===== src/hdl/cds_pkg.sv =====
// Shared types, constants and table functions for the calendar date stepper.
// Used by cds_ctrl, cds_dp and calendar_date_stepper; depends on nothing else.
package cds_pkg;

  localparam int DAY_W   = 5;
  localparam int MONTH_W = 4;
  localparam int YEAR_W  = 14;
  localparam int COUNT_W = 15;
  localparam int CENT_W  = 8;   // year / 100 for any 14-bit year
  localparam int YREM_W  = 7;   // year % 100
  localparam int WDAY_W  = 3;
  localparam int ZSUM_W  = 10;
  localparam int PROD_W  = 27;

  localparam int IN_DATA_W  = 40;
  localparam int OUT_DATA_W = 32;

  localparam logic [YEAR_W-1:0]  LAST_YEAR = YEAR_W'(9999);
  localparam logic [MONTH_W-1:0] MONTH_JAN = MONTH_W'(1);
  localparam logic [MONTH_W-1:0] MONTH_FEB = MONTH_W'(2);
  localparam logic [MONTH_W-1:0] MONTH_DEC = MONTH_W'(12);
  localparam logic [DAY_W-1:0]   DAY_LAST  = DAY_W'(31);

  // floor(y / 100) == (y * 5243) >> 19, exact for every y below 2**14.
  localparam logic [PROD_W-1:0] RECIP_100   = PROD_W'(5243);
  localparam int                RECIP_SHIFT = 19;

  // Keeps the weekday sum positive: a multiple of 7 larger than twice any century.
  localparam logic [ZSUM_W-1:0] ZELLER_BIAS = ZSUM_W'(329);

  localparam logic OP_LOAD    = 1'b0;
  localparam logic OP_ADVANCE = 1'b1;

  typedef enum logic [2:0] {
    ST_IDLE,
    ST_MUL,
    ST_SPLIT,
    ST_CHECK,
    ST_STEP,
    ST_SUM,
    ST_OUT
  } cds_state_t;

  typedef struct packed {
    logic accept;    // capture the input item
    logic mul;       // year times the reciprocal of 100
    logic split;     // century and year-in-century from the product
    logic step;      // advance the held date by one day
    logic sat_set;   // advance stopped at the last representable date
    logic sum;       // register the weekday sum and the date flags
    logic out_load;  // load the result register
  } cds_cmd_t;

  typedef struct packed {
    logic date_ok;
    logic at_limit;
    logic count_zero;
  } cds_status_t;

  // Days in month m; a leap February has 29. Months outside 1..12 give 0.
  function automatic logic [DAY_W-1:0] month_len(input logic [MONTH_W-1:0] m,
                                                 input logic leap);
    logic [DAY_W-1:0] len;
    case (m)
      4'd1, 4'd3, 4'd5, 4'd7, 4'd8, 4'd10, 4'd12: len = DAY_W'(31);
      4'd4, 4'd6, 4'd9, 4'd11:                    len = DAY_W'(30);
      4'd2:                                       len = leap ? DAY_W'(29) : DAY_W'(28);
      default:                                    len = '0;
    endcase
    return len;
  endfunction

  // floor(13 * (mm + 1) / 5) for the shifted month mm of 3..14.
  function automatic logic [5:0] zeller_mterm(input logic [MONTH_W-1:0] mm);
    logic [5:0] t;
    case (mm)
      4'd3:    t = 6'd10;
      4'd4:    t = 6'd13;
      4'd5:    t = 6'd15;
      4'd6:    t = 6'd18;
      4'd7:    t = 6'd20;
      4'd8:    t = 6'd23;
      4'd9:    t = 6'd26;
      4'd10:   t = 6'd28;
      4'd11:   t = 6'd31;
      4'd12:   t = 6'd33;
      4'd13:   t = 6'd36;
      4'd14:   t = 6'd39;
      default: t = 6'd0;
    endcase
    return t;
  endfunction

endpackage


===== src/hdl/calendar_date_stepper.sv =====
// Top level of the calendar date stepper: stream ports, packing of the items,
// and the controller and datapath. Depends on cds_pkg, cds_ctrl and cds_dp.

// The block holds a Gregorian date, 1 January of year 1 after reset. Every input
// item gives exactly one result item. A load item (tuser 0) stores the given day,
// month and year as they are, valid or not, and then splits the year into century
// and year-in-century with a reciprocal multiplier, in the MUL and SPLIT states.
// An advance item (tuser 1) walks a valid date forward one day per cycle through
// the day counter; an invalid held date is returned unchanged. An advance that
// still has days left at 31 December 9999 stops there and reports saturated. Each
// result carries the date, its weekday (0 is Sunday, forced to 0 for an invalid
// date), and flags for a valid date, the last day of its month and the month of
// December. The block works on one item at a time; a finished result waits in
// the output register, and the next item is accepted while it waits.
module calendar_date_stepper (
  input  logic        clk,
  input  logic        rst,
  input  logic        s_axis_tvalid,
  output logic        s_axis_tready,
  // load_day[4:0], load_month[8:5], load_year[22:9], day_count[37:23], zero fill
  input  logic [cds_pkg::IN_DATA_W-1:0]  s_axis_tdata,
  // op: 0 load, 1 advance
  input  logic        s_axis_tuser,
  output logic        m_axis_tvalid,
  input  logic        m_axis_tready,
  // cur_day[4:0], cur_month[8:5], cur_year[22:9], weekday[25:23], date_ok[26],
  // month_end[27], year_end_month[28], saturated[29], zero fill
  output logic [cds_pkg::OUT_DATA_W-1:0] m_axis_tdata
);

  cds_pkg::cds_cmd_t    cmd;
  cds_pkg::cds_status_t status;

  logic [cds_pkg::DAY_W-1:0]   cur_day;
  logic [cds_pkg::MONTH_W-1:0] cur_month;
  logic [cds_pkg::YEAR_W-1:0]  cur_year;
  logic [cds_pkg::WDAY_W-1:0]  weekday;
  logic                        date_ok;
  logic                        month_end;
  logic                        year_end_month;
  logic                        saturated;

  cds_ctrl u_ctrl (
    .clk       (clk),
    .rst       (rst),
    .in_valid  (s_axis_tvalid),
    .in_ready  (s_axis_tready),
    .in_op     (s_axis_tuser),
    .out_valid (m_axis_tvalid),
    .out_ready (m_axis_tready),
    .status    (status),
    .cmd       (cmd)
  );

  cds_dp u_dp (
    .clk            (clk),
    .rst            (rst),
    .cmd            (cmd),
    .status         (status),
    .in_op          (s_axis_tuser),
    .load_day       (s_axis_tdata[4:0]),
    .load_month     (s_axis_tdata[8:5]),
    .load_year      (s_axis_tdata[22:9]),
    .day_count      (s_axis_tdata[37:23]),
    .cur_day        (cur_day),
    .cur_month      (cur_month),
    .cur_year       (cur_year),
    .weekday        (weekday),
    .date_ok        (date_ok),
    .month_end      (month_end),
    .year_end_month (year_end_month),
    .saturated      (saturated)
  );

  // The two fill bits of the input data word carry nothing and are left unread.
  assign m_axis_tdata = {2'b00, saturated, year_end_month, month_end, date_ok,
                         weekday, cur_year, cur_month, cur_day};

endmodule


===== src/hdl/cds_ctrl.sv =====
// Controller state machine of the calendar date stepper.
// Depends on cds_pkg; drives the command struct of cds_dp and owns the stream handshakes.
module cds_ctrl (
  input  logic                clk,
  input  logic                rst,
  input  logic                in_valid,
  output logic                in_ready,
  input  logic                in_op,
  output logic                out_valid,
  input  logic                out_ready,
  input  cds_pkg::cds_status_t status,
  output cds_pkg::cds_cmd_t    cmd
);

  cds_pkg::cds_state_t state, state_next;
  logic                out_valid_next;

  always_ff @(posedge clk) begin
    if (rst) begin
      state     <= cds_pkg::ST_IDLE;
      out_valid <= 1'b0;
    end else begin
      state     <= state_next;
      out_valid <= out_valid_next;
    end
  end

  always_comb begin
    state_next     = state;
    cmd            = '0;
    in_ready       = 1'b0;
    out_valid_next = out_valid && !out_ready;
    case (state)
      cds_pkg::ST_IDLE: begin
        // Nothing is taken while reset is held.
        in_ready = !rst;
        if (in_valid && !rst) begin
          cmd.accept = 1'b1;
          state_next = (in_op == cds_pkg::OP_LOAD) ? cds_pkg::ST_MUL : cds_pkg::ST_CHECK;
        end
      end
      cds_pkg::ST_MUL: begin
        cmd.mul    = 1'b1;
        state_next = cds_pkg::ST_SPLIT;
      end
      cds_pkg::ST_SPLIT: begin
        cmd.split  = 1'b1;
        state_next = cds_pkg::ST_SUM;
      end
      cds_pkg::ST_CHECK: begin
        state_next = status.date_ok ? cds_pkg::ST_STEP : cds_pkg::ST_SUM;
      end
      cds_pkg::ST_STEP: begin
        if (status.count_zero) begin
          state_next = cds_pkg::ST_SUM;
        end else if (status.at_limit) begin
          cmd.sat_set = 1'b1;
          state_next  = cds_pkg::ST_SUM;
        end else begin
          cmd.step = 1'b1;
        end
      end
      cds_pkg::ST_SUM: begin
        cmd.sum    = 1'b1;
        state_next = cds_pkg::ST_OUT;
      end
      cds_pkg::ST_OUT: begin
        if (!out_valid || out_ready) begin
          cmd.out_load   = 1'b1;
          out_valid_next = 1'b1;
          state_next     = cds_pkg::ST_IDLE;
        end
      end
      default: begin
        state_next = cds_pkg::ST_IDLE;
      end
    endcase
  end

`ifndef SYNTH
  // A held date that passed the validity check stays valid while it is walked.
  a_step_date_valid: assert property (@(posedge clk) disable iff (rst)
    (state == cds_pkg::ST_STEP) |-> status.date_ok)
    else $error("date became invalid during an advance");

  // The date never moves past the last representable day.
  a_no_step_at_limit: assert property (@(posedge clk) disable iff (rst)
    cmd.step |-> !status.at_limit)
    else $error("step issued at the upper date limit");

  // The result register is never overwritten while its item is still waiting.
  a_no_result_overwrite: assert property (@(posedge clk) disable iff (rst)
    cmd.out_load |-> (!out_valid || out_ready))
    else $error("result register overwritten before it was taken");

  // An accepted item always leaves the idle state on the next cycle.
  a_accept_leaves_idle: assert property (@(posedge clk) disable iff (rst)
    (in_valid && in_ready) |=> (state != cds_pkg::ST_IDLE))
    else $error("accepted item did not start work");
`endif

endmodule


===== src/hdl/cds_dp.sv =====
// Datapath of the calendar date stepper: held date, century split, day counter,
// weekday arithmetic and result register. Depends on cds_pkg; commanded by cds_ctrl.
module cds_dp (
  input  logic                           clk,
  input  logic                           rst,
  input  cds_pkg::cds_cmd_t               cmd,
  output cds_pkg::cds_status_t            status,
  input  logic                           in_op,
  input  logic [cds_pkg::DAY_W-1:0]       load_day,
  input  logic [cds_pkg::MONTH_W-1:0]     load_month,
  input  logic [cds_pkg::YEAR_W-1:0]      load_year,
  input  logic [cds_pkg::COUNT_W-1:0]     day_count,
  output logic [cds_pkg::DAY_W-1:0]       cur_day,
  output logic [cds_pkg::MONTH_W-1:0]     cur_month,
  output logic [cds_pkg::YEAR_W-1:0]      cur_year,
  output logic [cds_pkg::WDAY_W-1:0]      weekday,
  output logic                           date_ok,
  output logic                           month_end,
  output logic                           year_end_month,
  output logic                           saturated
);

  // Held date, with the year also kept as century and year-in-century.
  logic [cds_pkg::DAY_W-1:0]   day_reg;
  logic [cds_pkg::MONTH_W-1:0] month_reg;
  logic [cds_pkg::YEAR_W-1:0]  year_reg;
  logic [cds_pkg::CENT_W-1:0]  cent;
  logic [cds_pkg::YREM_W-1:0]  yrem;
  logic [cds_pkg::COUNT_W-1:0] count;
  logic [cds_pkg::PROD_W-1:0]  prod;
  logic                        sat;

  // Registered weekday sum and date flags.
  logic [cds_pkg::ZSUM_W-1:0]  zsum;
  logic                        ok_q;
  logic                        mend_q;
  logic                        dec_q;

  logic                        leap;
  logic [cds_pkg::DAY_W-1:0]   mlen;
  logic                        ok;
  logic [cds_pkg::CENT_W-1:0]  cent_split;
  logic [cds_pkg::YEAR_W-1:0]  cent_x100;
  logic                        early;
  logic [cds_pkg::YREM_W-1:0]  zk;
  logic [cds_pkg::CENT_W-1:0]  zj;
  logic [cds_pkg::MONTH_W-1:0] zm;
  logic [cds_pkg::ZSUM_W-1:0]  zsum_next;
  logic [4:0]                  fold1;
  logic [3:0]                  fold2;
  logic [2:0]                  h;
  logic [cds_pkg::WDAY_W-1:0]  wday_next;

  assign leap = ((year_reg[1:0] == 2'b00) && (yrem != '0))
             || ((yrem == '0) && (cent[1:0] == 2'b00));
  assign mlen = cds_pkg::month_len(month_reg, leap);
  assign ok   = (mlen != '0) && (day_reg != '0) && (day_reg <= mlen)
             && (year_reg != '0) && (year_reg <= cds_pkg::LAST_YEAR);

  assign status.date_ok    = ok;
  assign status.at_limit   = (year_reg == cds_pkg::LAST_YEAR)
                          && (month_reg == cds_pkg::MONTH_DEC)
                          && (day_reg == cds_pkg::DAY_LAST);
  assign status.count_zero = (count == '0);

  assign cent_split = prod[cds_pkg::RECIP_SHIFT +: cds_pkg::CENT_W];
  assign cent_x100  = (cds_pkg::YEAR_W'(cent_split) << 6)
                    + (cds_pkg::YEAR_W'(cent_split) << 5)
                    + (cds_pkg::YEAR_W'(cent_split) << 2);

  // Zeller counts January and February as months 13 and 14 of the year before.
  assign early = (month_reg <= cds_pkg::MONTH_FEB);
  always_comb begin
    zk = yrem;
    zj = cent;
    zm = month_reg;
    if (early) begin
      zm = month_reg + cds_pkg::MONTH_W'(12);
      if (yrem == '0) begin
        zk = cds_pkg::YREM_W'(99);
        zj = cent - cds_pkg::CENT_W'(1);
      end else begin
        zk = yrem - cds_pkg::YREM_W'(1);
      end
    end
  end

  assign zsum_next = cds_pkg::ZSUM_W'(day_reg)
                   + cds_pkg::ZSUM_W'(cds_pkg::zeller_mterm(zm))
                   + cds_pkg::ZSUM_W'(zk)
                   + cds_pkg::ZSUM_W'(zk >> 2)
                   + cds_pkg::ZSUM_W'(zj >> 2)
                   + cds_pkg::ZELLER_BIAS
                   - (cds_pkg::ZSUM_W'(zj) << 1);

  // Modulo 7 by folding octal digits, since 8 is 1 modulo 7.
  assign fold1 = 5'(zsum[2:0]) + 5'(zsum[5:3]) + 5'(zsum[8:6]) + 5'(zsum[9]);
  assign fold2 = 4'(fold1[2:0]) + 4'(fold1[4:3]);
  assign h     = (fold2 >= 4'd7) ? 3'(fold2 - 4'd7) : fold2[2:0];
  // Zeller gives 0 for Saturday; shift so that Sunday is 0.
  assign wday_next = (h == 3'd0) ? cds_pkg::WDAY_W'(6) : h - 3'd1;

  always_ff @(posedge clk) begin
    if (rst) begin
      day_reg   <= cds_pkg::DAY_W'(1);
      month_reg <= cds_pkg::MONTH_JAN;
      year_reg  <= cds_pkg::YEAR_W'(1);
      cent      <= '0;
      yrem      <= cds_pkg::YREM_W'(1);
      count     <= '0;
      sat       <= 1'b0;
    end else begin
      if (cmd.accept) begin
        sat <= 1'b0;
        if (in_op == cds_pkg::OP_LOAD) begin
          day_reg   <= load_day;
          month_reg <= load_month;
          year_reg  <= load_year;
        end else begin
          count <= day_count;
        end
      end
      if (cmd.split) begin
        cent <= cent_split;
        yrem <= cds_pkg::YREM_W'(year_reg - cent_x100);
      end
      if (cmd.sat_set) begin
        sat <= 1'b1;
      end
      if (cmd.step) begin
        count <= count - cds_pkg::COUNT_W'(1);
        if (day_reg == mlen) begin
          day_reg <= cds_pkg::DAY_W'(1);
          if (month_reg == cds_pkg::MONTH_DEC) begin
            month_reg <= cds_pkg::MONTH_JAN;
            year_reg  <= year_reg + cds_pkg::YEAR_W'(1);
            if (yrem == cds_pkg::YREM_W'(99)) begin
              yrem <= '0;
              cent <= cent + cds_pkg::CENT_W'(1);
            end else begin
              yrem <= yrem + cds_pkg::YREM_W'(1);
            end
          end else begin
            month_reg <= month_reg + cds_pkg::MONTH_W'(1);
          end
        end else begin
          day_reg <= day_reg + cds_pkg::DAY_W'(1);
        end
      end
    end
  end

  always_ff @(posedge clk) begin
    if (cmd.mul) begin
      prod <= cds_pkg::PROD_W'(year_reg) * cds_pkg::RECIP_100;
    end
    if (cmd.sum) begin
      zsum   <= zsum_next;
      ok_q   <= ok;
      mend_q <= ok && (day_reg == mlen);
      dec_q  <= (month_reg == cds_pkg::MONTH_DEC);
    end
    if (cmd.out_load) begin
      cur_day        <= day_reg;
      cur_month      <= month_reg;
      cur_year       <= year_reg;
      weekday        <= ok_q ? wday_next : '0;
      date_ok        <= ok_q;
      month_end      <= mend_q;
      year_end_month <= dec_q;
      saturated      <= sat;
    end
  end

endmodule


===== config.mk =====
export PLATFORM = sky130hd
export DESIGN_NAME = calendar_date_stepper
export DESIGN_NICKNAME = d
export VERILOG_FILES = /design/src/hdl/cds_pkg.sv /design/src/hdl/calendar_date_stepper.sv /design/src/hdl/cds_ctrl.sv /design/src/hdl/cds_dp.sv
export SDC_FILE = /design/constraint.sdc
export NUM_CORES = 1
export LEC_CHECK = 0
export ABC_AREA = 0
export BUFFER_PORTS_ARGS = -buffer_cell sky130_fd_sc_hd__buf_4
export CORE_MARGIN = 5
export CORE_UTILIZATION = 35
export CTS_CLUSTER_SIZE = 25
export DETAILED_ROUTE_END_ITERATION = 10
export SYNTH_ARGS = -nofsm -noshare
export SYNTH_HDL_FRONTEND = slang
export SYNTH_HIERARCHICAL = 1
export SYNTH_SLANG_ARGS = --single-unit

===== constraint.sdc =====
create_clock -name clk -period 7.1 [get_ports clk]
set_input_delay 0.355 -clock clk [delete_from_list [all_inputs] [get_ports clk]]
set_output_delay 0.355 -clock clk [all_outputs]
set_load 0.01 [all_outputs]

# Word level (Yosys, flattened, before mapping)

Memory sizes are Yosys's and may differ from the RTL's.
Cells that the tools add are included.

Add/sub/neg operators: 24
Multiply operators: 1
Order comparisons: 4
Eq/ne operators: 26
Multiplexer cells: 59
Bitwise gates (word level): 1
Reductions and logical operators: 35

Operators with widths:

| cell                   | number |
|---|---|
| $mux 14                | 5 |
| $mux 8                 | 7 |
| $mux 7                 | 7 |
| $mux 15                | 3 |
| $mul 14x13->27 const B | 1 |
| $mux 4                 | 6 |
| $pmux 3 s7             | 1 |
| $eq 4x4->1 const B     | 5 |
| $mux 5                 | 4 |
| $mux 3                 | 6 |
| $eq 4x3->1 const B     | 4 |
| $mux 1                 | 16 |
| $logic_not 15->1       | 1 |
| $pmux 5 s3             | 1 |
| $sub 15x1->15 const B  | 1 |
| $add 14x1->14 const B  | 1 |
| $add 7x7->7            | 2 |
| $eq 14x14->1 const B   | 1 |
| $le 14x14->1 const B   | 1 |
| $reduce_bool 14->1     | 1 |
| $logic_and 1x1->1      | 11 |
| $add 10x5->10          | 1 |
| $add 10x6->10          | 1 |
| $add 10x7->10          | 1 |
| 45 further kinds       | 62 |

Register bits after elaboration: 128
Memory bits (read-only): 96
Output and inout bits: 34
Word-level logic and storage cells: 174
Memories kept: 1

Memory list:

| memory           | depth | width | rd ports | clocked after memory_dff | wr ports | RTL line      | RTL |
|---|---|---|---|---|---|---|---|
| (name not given) | 16    | 6     | 1        | 0                        | 0        | cds_pkg.sv:76 | `case (mm)` |

# Depth between registers and ports, before layout

Gate-level depths: netlist of run 1.

Word-level depth: 12
Gate-level depth with buffers: 24
Depth with buffers taken out: 23

# Cells and area by module

Netlist of run 1, hierarchy kept.

By module, submodules not included:

| module                | times used | cells each | area an instance (um2) | sequential area each (um2) |
|---|---|---|---|---|
| cds_dp                | 1          | 1136       | 10730.3                | 2612.5 |
| cds_ctrl              | 1          | 30         | 265.3                  | 80.1 |
| calendar_date_stepper | 1          | 7          | 48.8                   | 0.0 |

# Worst setup path before layout of run 1

No wires, ideal clock.

Path type: reg-to-reg
From: register u_dp/month_reg[2] (netlist name)
To: register u_dp/zsum[9] (netlist name), data pin
Data arrival time: 5.397 ns
Required time: 6.840 ns
Path slack: 1.443 ns
Stages on the path, launching flop included: 24
Clock period less this slack: 5.657 ns
Cells stage by stage: dfxtp_1 inv_1 ha_1 nand2_1 a22o_1 buf_2 nand2_1 nor4_2 xor2_1 inv_1 fa_1 inv_1 fa_1 fa_1 inv_1 fa_1 inv_1 ha_1 a21o_1 a21oi_1 nor2b_1 o21a_1 o41a_1 xnor2_1

Longest elaborated chain between the ends: 9

Ends and longest elaborated chain:

| what                                             | RTL line                   | RTL |
|---|---|---|
| from (decl)                                      | cds_dp.sv:25               | `logic [cds_pkg::MONTH_W-1:0] month_reg;` |
| from (signal assigned)                           | cds_dp.sv:106              | `month_reg <= cds_pkg::MONTH_JAN;` |
| from (signal assigned)                           | cds_dp.sv:117              | `month_reg <= load_month;` |
| from (signal assigned)                           | cds_dp.sv:135              | `month_reg <= cds_pkg::MONTH_JAN;` |
| $add 4x4->4 / $le 4x2->1 (equally long branches) | cds_dp.sv:78, cds_dp.sv:72 |  |
| $mux 4                                           | cds_dp.sv:77               | `if (early) begin` |
| $mem_v2 16x6                                     | --                         |  |
| $add 5x6->7                                      | cds_dp.sv:89               | `+ cds_pkg::ZSUM_W'(cds_pkg::zeller_mterm(zm))` |
| $add 10x7->10                                    | cds_dp.sv:90               | `+ cds_pkg::ZSUM_W'(zk)` |
| $add 10x5->10                                    | cds_dp.sv:91               | `+ cds_pkg::ZSUM_W'(zk >> 2)` |
| $add 10x6->10                                    | cds_dp.sv:92               | `+ cds_pkg::ZSUM_W'(zj >> 2)` |
| $add 10x9->10                                    | cds_dp.sv:93               | `+ cds_pkg::ZELLER_BIAS` |
| $sub 10x9->10 *                                  | cds_dp.sv:94               | `- (cds_pkg::ZSUM_W'(zj) << 1);` |
| named net u_dp.zsum_next (one bit)               | cds_dp.sv:48               | `logic [cds_pkg::ZSUM_W-1:0] zsum_next;` |
| to (signal assigned)                             | cds_dp.sv:158              | `zsum <= zsum_next;` |
| to (decl)                                        | cds_dp.sv:34               | `logic [cds_pkg::ZSUM_W-1:0] zsum;` |

Mark *: on every way through the listed nets, which the timed path passes. The rest lies on a longest branch.
A chain may end at the register's enable or synchronous reset.

# Worst setup path after layout of run 1

Same ends and word-level chain as after synthesis.

==> results.yml, run 1 <==
outcome:
  outcome: "completed"
timing:
  finalCriticalPeriod_ns: 6.25
  max-slew-margin-rel: 0.284
  final.setup.tns_ns: 0
  final_hold_viol_count: 0
  tightest_slew_ns: 1.07
  final-max-slew-violation-count: 0
  setup_viol: 0
  rsz0062_at_grt: "false"
  finalWorstSetupSlack_ns: 0.846
  finalClockSkew_ns: 0.0234
  max_freq_mhz: 160
  final_clock_period_utilization_by_the_worst_path: 0.881
critical_path:
  cp_data_arrival_time_ns: 6.36
  critPathCapture: "u_dp/zsum[9]$_DFFE_PP_"
  worst-setup-path-type: "flop to flop"
  timing.critical_path.required_ns: 7.21
  worst-path-max-fanout: 12
  reg2reg_depth: 22
  timing.critical_path.to_type: "flop"
  critical_path.reg2reg.startpoint: "u_dp/month_reg[2]$_SDFF_PP0_"
  crit_start: "u_dp/month_reg[2]$_SDFF_PP0_"
  setup.worst_path.start_class: "flop"
  r2r_slack_ns: 0.85
  worst_r2r_dst: "u_dp/zsum[9]$_DFFE_PP_"
final_layout:
  drive_gt1_frac: 0.0967
  layout_commonest_cell: "ha_1"
  synth_to_layout_area_growth_pct: 10.8
  largest_reg_flops: 15
  mostFrequentLayoutCells: "181 x ha_1, 173 x inv_1, 88 x fa_1, 84 x nor2_1, 83 x a21oi_1"
  layout.cell_area.non_filler_sq_um: 12200
  diodes: 0
  finish.net_count: 1539
  layoutNonFillerInstCount: 1632
  final_core_utilization: 0.390
synthesis:
  synth-seq-cells: 109
  yosysUniqueCellTypes: 82
  synthFlopType: "dfxtp_1"
  synth-seq-area-share: 0.244
  yosys_warnings: 6
  synth_enable_flop_cells: 51
  per_instance_average_area_after_synthesis_sq_um: 9.42
  synthesized_cell_area_sq_um: 11000
  postSynth.asyncResetShare: 0
  synthesis.instances: 1173
routing:
  avgRoutedWirePerCell_um: 16.0
  drt_drc_violations_left: 0
  drt_first_pass_iters: 4
  routed_wirelength_mm: 26.1
  vias_after_detailed_routing: 8312
  ant_nets: 0
  drt-initial-drc-count: 439
  via_per_inst: 5.09
clock_tree:
  clock_latency_ns: 0.37
  cts.repair_timing.setup_buffer_count: 0
  post_cts_hold_buffer_count: 0
  cts_inserted_buffers: 9
  ctsResizeCount: 0
  clock_tree.htree_level_count: 3
  clkSlewWorstSetupHoldPaths_ns: 0.08
  number_of_buffers_between_clock_root_and_the_deepest_sink: 2
  cts_root_buf: "clkbuf_16"
  tritoncts: "done"
  clock_sink_count: 109
power:
  p_int_mw: 1.79
  total_power_per_unit_cell_area_nw_per_um2: 246
  power.share.combinational: 0.549
  power.switching_fraction: 0.407
  sequential_cell_fraction_of_total_power: 0.285
  power.switching_mw: 1.23
  leak_pwr_nw: 5.83
  clkPwrFrac: 0.165
  vdd.ir_drop.worst_v: 0.000211
flow_run:
  maxCapViolCount: 0
global_route:
  antenna_found_initial: 1
  grt_pass1_vias: 8489
  grt_usage: 0.151
  grt_max_degree: 57
  gr-total-overflow: 0
  grt_pass1_wl_mm: 43.7
die:
  design.core.area_sq_um: 31400
  die_width_um: 188
  die-area_sq_um: 35200
  initial_utilization: 0.352
  top_level_ports: 79
  placement_rows: 65
  die_y_um: 188
placement:
  gp_congestion: 0.863
  placed_area_sq_um: 12000
  pre_cts_ws_ns: 0.853
  detailed_place_hpwl_mm: 20.9
  dpl.cell_count: 1616
  port-buffer-count: 74
min_path:
  timing.hold.worst.class: "input pin to flop"
-- cell usage after synthesis, types with 10 or more instances --
cell type | n | area (sq um)
fa_1 | 88 | 1760
inv_1 | 173 | 649
o21ai_0 | 57 | 285
xnor2_1 | 30 | 263
nor3_1 | 29 | 145
nor2_1 | 84 | 315
a211oi_1 | 13 | 97.6
ha_1 | 181 | 2260
edfxtp_1 | 51 | 1530
nand2_1 | 53 | 199
dfxtp_1 | 58 | 1160
and3_1 | 19 | 119
a31oi_1 | 13 | 81.3
a21oi_1 | 83 | 415
xor2_1 | 11 | 96.3
clkbuf_1 | 23 | 86.3
a21o_1 | 10 | 75.1
nand3_1 | 36 | 180
-- metal layers --
layer	track usage	up-vias	wire length, um
li1	-	4155	-
met1	0.200	4044	11900
met2	0.268	103	13100
met3	0.0194	10	711
met4	0.0285	0	266
met5	0	-	0
-- critical path, stage by stage (launching register included) --
cell	delay, ns
dfxtp_1	0.46
inv_1	0.17
ha_1	0.30
nand2_1	0.09
a22o_1	0.39
nand2_1	0.28
nor4_2	0.42
xor2_1	0.24
inv_1	0.09
fa_1	0.50
inv_1	0.05
fa_1	0.46
fa_1	0.55
inv_1	0.05
fa_1	0.52
inv_1	0.06
ha_1	0.29
a21o_1	0.15
a21oi_1	0.21
nor2b_1	0.08
o21a_1	0.19
o41a_1	0.32
xnor2_1	0.13
-- stage by stage --
stage                     power [mW]  hold WS [ns]
after detailed placement        2.54         0.406
final                           3.02         0.231
after global routing            3.35         0.238
after floorplan                 2.18         0.400
after global placement          2.50         0.404
after CTS                       3.06         0.221
-- worst min-delay path by stage --
stage	end	depth (start not counted)	slack [ns]	from
floorplan	u_dp/month_end$_DFFE_PP_	0	0.40	u_dp/mend_q$_DFFE_PP_
global placement	u_dp/year_end_month$_DFFE_PP_	0	0.40	u_dp/dec_q$_DFFE_PP_
detailed placement	u_dp/year_end_month$_DFFE_PP_	0	0.41	u_dp/dec_q$_DFFE_PP_
CTS	u_dp/year_reg[5]$_SDFF_PP0_	3	0.22	s_axis_tdata[14]
global route	u_dp/year_reg[5]$_SDFF_PP0_	3	0.24	s_axis_tdata[14]
finish	u_dp/year_reg[5]$_SDFF_PP0_	3	0.23	s_axis_tdata[14]
-- power by group through the flow --
stage	registers (mW)	clock network, mW	logic [mW]
after global placement	0.873	0	1.62
final	0.860	0.499	1.66
after CTS	0.860	0.514	1.69
after detailed placement	0.874	0	1.66
after global routing	0.870	0.543	1.94
after floorplan	0.848	0	1.33
-- kinds of logic (layout without fill, tap and decap cells) --
logic type                 Yosys count  count (layout)  synth area share
AOI/OAI and AO/OA                  228             228             0.128
other                                1               2          0.000340
and+or+nand+nor                    302             302             0.143
muxes                               10              10            0.0105
DFF                                109             109             0.244
xor gates and xnor gates            41              41            0.0325
adders and majority gates          269             269             0.365
buffers and inverters              213             269            0.0774
-- final cells by class --
cell class              count  area [sq um]
repair buffers             80           601
inverters                 173           649
clock inverters             6          45.0
clock buffers              10           229
fillers                  3129         19200
well taps                 402           503
flip-flops and latches    109          2690
multi-input cells         852          7520
Power figures use the tool's default switching activity.
==> run 2: changes to the inputs <==
Settings changed: REMOVE_ABC_BUFFERS set to 1, SETUP_SLACK_MARGIN set to 0.15.
==> results.yml, run 2 (synthesis results as in run 1) <==
flow_run:
  maxCapViolCount: 0
placement:
  detailed_place_hpwl_mm: 19.7
  port-buffer-count: 74
  gp_congestion: 0.857
  placed_area_sq_um: 12000
  dpl.cell_count: 1614
  pre_cts_ws_ns: 0.824
final_layout:
  finish.net_count: 1537
  mostFrequentLayoutCells: "181 x ha_1, 173 x inv_1, 88 x fa_1, 84 x nor2_1, 83 x a21oi_1"
  final_core_utilization: 0.391
  final-seq-area_sq_um: 2690
  diodes: 0
  largest_reg_flops: 15
  num-fill-cells: 3139
  layoutNonFillerInstCount: 1630
  multi_input_comb_area_sq_um: 7520
  synth_to_layout_area_growth_pct: 11.1
  drive_gt1_frac: 0.0969
  layout.cell_area.non_filler_sq_um: 12300
  layout_commonest_cell: "ha_1"
timing:
  tightest_slew_ns: 1.05
  finalWorstSetupSlack_ns: 0.851
  worst_hold_slack_ns: 0.202
  final.setup.tns_ns: 0
  rsz0062_at_grt: "false"
  final_clock_period_utilization_by_the_worst_path: 0.880
  finalClockSkew_ns: 0.0176
  final_hold_viol_count: 0
  max_freq_mhz: 160
  final-max-slew-violation-count: 0
  max-slew-margin-rel: 0.297
  setup_viol: 0
  finalCriticalPeriod_ns: 6.25
routing:
  avgRoutedWirePerCell_um: 15.2
  drt_first_pass_iters: 6
  via_per_inst: 5.14
  vias_after_detailed_routing: 8383
  routed_wirelength_mm: 24.8
  drt-initial-drc-count: 464
  ant_nets: 0
  drt_drc_violations_left: 0
clock_tree:
  clock_tree.htree_level_count: 3
  clock_sink_count: 109
  tritoncts: "done"
  clkSlewWorstSetupHoldPaths_ns: 0.09
  post_cts_hold_buffer_count: 0
  cts.repair_timing.setup_buffer_count: 0
  clock_latency_ns: 0.37
  number_of_buffers_between_clock_root_and_the_deepest_sink: 2
  cts_root_buf: "clkbuf_16"
  ctsResizeCount: 0
  cts_inserted_buffers: 9
min_path:
  holdCritStartpoint: "s_axis_tdata[28]"
  whs_path_depth: 3
  timing.hold.worst.class: "input pin to flop"
  min_delay_worst_endpoint: "u_dp/count[5]$_SDFFE_PP0P_"
global_route:
  antenna_found_initial: 0
  grt_max_degree: 57
  grt_pass1_wl_mm: 41.8
  grt_usage: 0.142
  gr-total-overflow: 0
  grt_pass1_vias: 8101
critical_path:
  cp_data_arrival_time_ns: 6.37
  worst-setup-path-type: "flop to flop"
  timing.critical_path.required_ns: 7.22
  worst-path-max-fanout: 12
  timing.critical_path.to_type: "flop"
  worst_r2r_dst: "u_dp/zsum[9]$_DFFE_PP_"
  reg2reg_depth: 22
  setup.worst_path.start_class: "flop"
  critical_path.reg2reg.startpoint: "u_dp/month_reg[2]$_SDFF_PP0_"
  r2r_slack_ns: 0.85
die:
  placement_rows: 65
  design.core.area_sq_um: 31400
  initial_utilization: 0.352
  top_level_ports: 79
  die_y_um: 188
  die-area_sq_um: 35200
  die_width_um: 188
power:
  vdd.ir_drop.worst_v: 0.000210
  totalPowerFinal_mw: 3.04
  leak_pwr_nw: 5.84
  total_power_per_unit_cell_area_nw_per_um2: 248
outcome:
  outcome: "completed"
-- run 2: cell types whose count changed in the layout (fill, tap and decap cells not counted) --
cell        change
inv_6           +1
clkinv_1        -1
clkbuf_1        -1
clkinvlp_4      -2
clkinv_4        -1
clkinv_8        +3
inv_12          +1
buf_4           -2
-- run 2: critical path, cell delays in order, from the launching register on --
cell     delay, ns
dfxtp_1       0.50
inv_1         0.19
ha_1          0.30
nand2_1       0.09
a22o_1        0.41
nand2_1       0.28
nor4_2        0.35
xor2_1        0.22
inv_1         0.09
fa_1          0.50
inv_1         0.05
fa_1          0.46
fa_1          0.54
inv_1         0.05
fa_1          0.53
inv_1         0.07
ha_1          0.29
a21o_1        0.16
a21oi_1       0.21
nor2b_1       0.07
o21a_1        0.18
o41a_1        0.32
xnor2_1       0.13
-- run 2: worst max path at each step --
stage / from / to / slack (ns)
global placement: u_dp/month_reg[2]$_SDFF_PP0_ / u_dp/zsum[9]$_DFFE_PP_ / 1.00
CTS: u_dp/month_reg[2]$_SDFF_PP0_ / u_dp/zsum[9]$_DFFE_PP_ / 0.82
finish: u_dp/month_reg[2]$_SDFF_PP0_ / u_dp/zsum[9]$_DFFE_PP_ / 0.85
global route: u_dp/month_reg[2]$_SDFF_PP0_ / u_dp/zsum[9]$_DFFE_PP_ / 0.40
floorplan: u_dp/month_reg[2]$_SDFF_PP0_ / u_dp/zsum[9]$_DFFE_PP_ / 1.40
detailed placement: u_dp/month_reg[2]$_SDFF_PP0_ / u_dp/zsum[9]$_DFFE_PP_ / 0.82
-- run 2: cell type report --
type                    instances  share of cell area
multi-input cells             852               0.613
flip-flops and latches        109               0.220
inverters                     173              0.0529
repair buffers                 78              0.0477
well taps                     402              0.0410
clock buffers                   9              0.0184
clock inverters                 7             0.00745
-- run 2: layer usage --
| metal | vias up | track usage | share of wire | wire (um) |
|---|---|---|---|---|
| li1 | 4145 | - | - | - |
| met1 | 4065 | 0.205 | 0.49 | 12200 |
| met2 | 163 | 0.228 | 0.46 | 11500 |
| met3 | 10 | 0.0229 | 0.035 | 867 |
| met4 | 0 | 0.0215 | 0.0069 | 170 |
| met5 | - | 0 | 0 | 0 |
-- run 2: where the power goes --
group	total (mW)	internal [mW]	switching (mW)
Combinational	1.64	0.749	0.893
Sequential	0.862	0.793	0.0693
Clock	0.533	0.256	0.277
==> run 3: changes to the inputs <==
Settings changed: PLACE_DENSITY_LB_ADDON set to 0.2.
==> results.yml, run 3 (synthesis results as in run 1) <==
outcome:
  outcome: "completed"
timing:
  finalClockSkew_ns: 0.0202
  final-max-slew-violation-count: 0
  max_freq_mhz: 161
  max-slew-margin-rel: 0.265
  setup_viol: 0
  tightest_slew_ns: 1.10
  final.setup.tns_ns: 0
  rsz0062_at_grt: "false"
  final_hold_viol_count: 0
  finalCriticalPeriod_ns: 6.21
  worst_hold_slack_ns: 0.219
  final_clock_period_utilization_by_the_worst_path: 0.875
routing:
  routed_wirelength_mm: 25.4
  ant_nets: 0
  via_per_inst: 5.09
  avgRoutedWirePerCell_um: 15.6
  drt_drc_violations_left: 0
  drt-initial-drc-count: 422
  vias_after_detailed_routing: 8295
  drt_first_pass_iters: 5
clock_tree:
  number_of_buffers_between_clock_root_and_the_deepest_sink: 2
  cts.repair_timing.setup_buffer_count: 0
  cts_root_buf: "clkbuf_16"
  clock_latency_ns: 0.37
  clock_sink_count: 109
  post_cts_hold_buffer_count: 0
  cts_inserted_buffers: 9
  tritoncts: "done"
  ctsResizeCount: 0
  clock_tree.htree_level_count: 3
  clkSlewWorstSetupHoldPaths_ns: 0.09
final_layout:
  mostFrequentLayoutCells: "181 x ha_1, 173 x inv_1, 88 x fa_1, 84 x nor2_1, 83 x a21oi_1"
  largest_reg_flops: 15
  synth_to_layout_area_growth_pct: 11.0
  final-seq-area_sq_um: 2690
  num-fill-cells: 3131
  finish.net_count: 1537
  drive_gt1_frac: 0.0969
  multi_input_comb_area_sq_um: 7520
  diodes: 0
  layout_commonest_cell: "ha_1"
placement:
  detailed_place_hpwl_mm: 20.4
  port-buffer-count: 74
  gp_congestion: 0.841
critical_path:
  cp_data_arrival_time_ns: 6.33
  max_incr_delay_on_cp_ns: 0.54
  critPathMostFrequentCell: "inv_1"
  worst-path-max-fanout: 12
  worst-setup-path-type: "flop to flop"
  setup.worst_path.start_class: "flop"
  worst_path_max_delay_cell: "fa_1"
  timing.critical_path.cells: "inv_1 > ha_1 > nand2_1 > a22o_1 > nand2_1 > nor4_2 > xor2_1 > inv_1 > fa_1 > inv_1 > fa_1 > fa_1 > inv_1 > fa_1 > inv_1 > ha_1 > a21o_1 > a21oi_1 > nor2b_1 > o21a_1 > o41a_1 > xnor2_1"
  r2r_slack_ns: 0.89
  timing.critical_path.to_type: "flop"
  timing.critical_path.required_ns: 7.21
power:
  total_power_per_unit_cell_area_nw_per_um2: 247
  vdd.ir_drop.worst_v: 0.000214
  totalPowerFinal_mw: 3.03
  leak_pwr_nw: 5.84
global_route:
  grt_usage: 0.145
  gr-total-overflow: 0
  grt_max_degree: 57
  grt_pass1_wl_mm: 42.4
  antenna_found_initial: 1
  grt_pass1_vias: 8211
die:
  die-area_sq_um: 35200
  design.core.area_sq_um: 31400
  placement_rows: 65
  top_level_ports: 79
  die_width_um: 188
  die_y_um: 188
  initial_utilization: 0.352
min_path:
  timing.hold.worst.class: "input pin to flop"
flow_run:
  maxCapViolCount: 0
-- run 3: cell count changes in the layout (fill, tap and decap cells not counted) --
cell      delta
clkinv_4     +1
inv_8        +1
inv_6        -1
inv_12       -1
-- run 3: worst max-delay path: cells and delay by family, from the launching register on --
kind / cells / cell delay, ns
AOI/OAI and AO/OA: 5 / 1.25
xor gates and xnor gates: 2 / 0.36
adders and majority gates: 6 / 2.62
buffers and inverters: 5 / 0.45
DFF: 1 / 0.48
and+or+nand+nor: 4 / 0.79
-- run 3: metrics by stage --
step | util | cell area (sq um) | cells | setup slack [ns]
final | 0.391 | 12300 | 1630 | 0.887
after global placement | 0.381 | 12000 | 1614 | 0.958
after global routing | 0.391 | 12300 | 1630 | 0.426
after CTS | 0.391 | 12300 | 1630 | 0.845
after detailed placement | 0.381 | 12000 | 1614 | 0.894
after floorplan | - | 10800 | 1134 | 1.40
-- run 3: metal layers --
| metal | vias up | global-route usage | part of all wire |
|---|---|---|---|
| met4 | 0 | 0.0186 | 0.0061 |
| met1 | 4012 | 0.204 | 0.48 |
| met2 | 127 | 0.243 | 0.48 |
| li1 | 4147 | - | - |
| met3 | 9 | 0.0214 | 0.035 |
| met5 | - | 0 | 0 |
-- run 3: path summary, 6_finish.rpt --
path                                start                            end  depth (start not counted)
min                      s_axis_tdata[28]     u_dp/count[5]$_SDFFE_PP0P_                          3
max          u_dp/month_reg[2]$_SDFF_PP0_         u_dp/zsum[9]$_DFFE_PP_                         22
min reg2reg          u_dp/dec_q$_DFFE_PP_  u_dp/year_end_month$_DFFE_PP_                          0
max reg2reg  u_dp/month_reg[2]$_SDFF_PP0_         u_dp/zsum[9]$_DFFE_PP_                         22
-- run 3: final cells by class --
class,instances,share of cell area
tap,402,0.0410
inverter,173,0.0530
timing repair buffer,78,0.0478
clock inverter,7,0.00704
clock buffer,9,0.0184
sequential,109,0.220
multi-input combinational,852,0.613
-- run 3: report_power, final --
part / leakage [nW] / total, mW / internal (mW) / switching (mW)
Sequential: 0.925 / 0.862 / 0.793 / 0.0697
Combinational: 4.76 / 1.64 / 0.747 / 0.895
Clock: 0.151 / 0.524 / 0.253 / 0.270
Total: 5.84 / 3.03 / 1.79 / 1.24
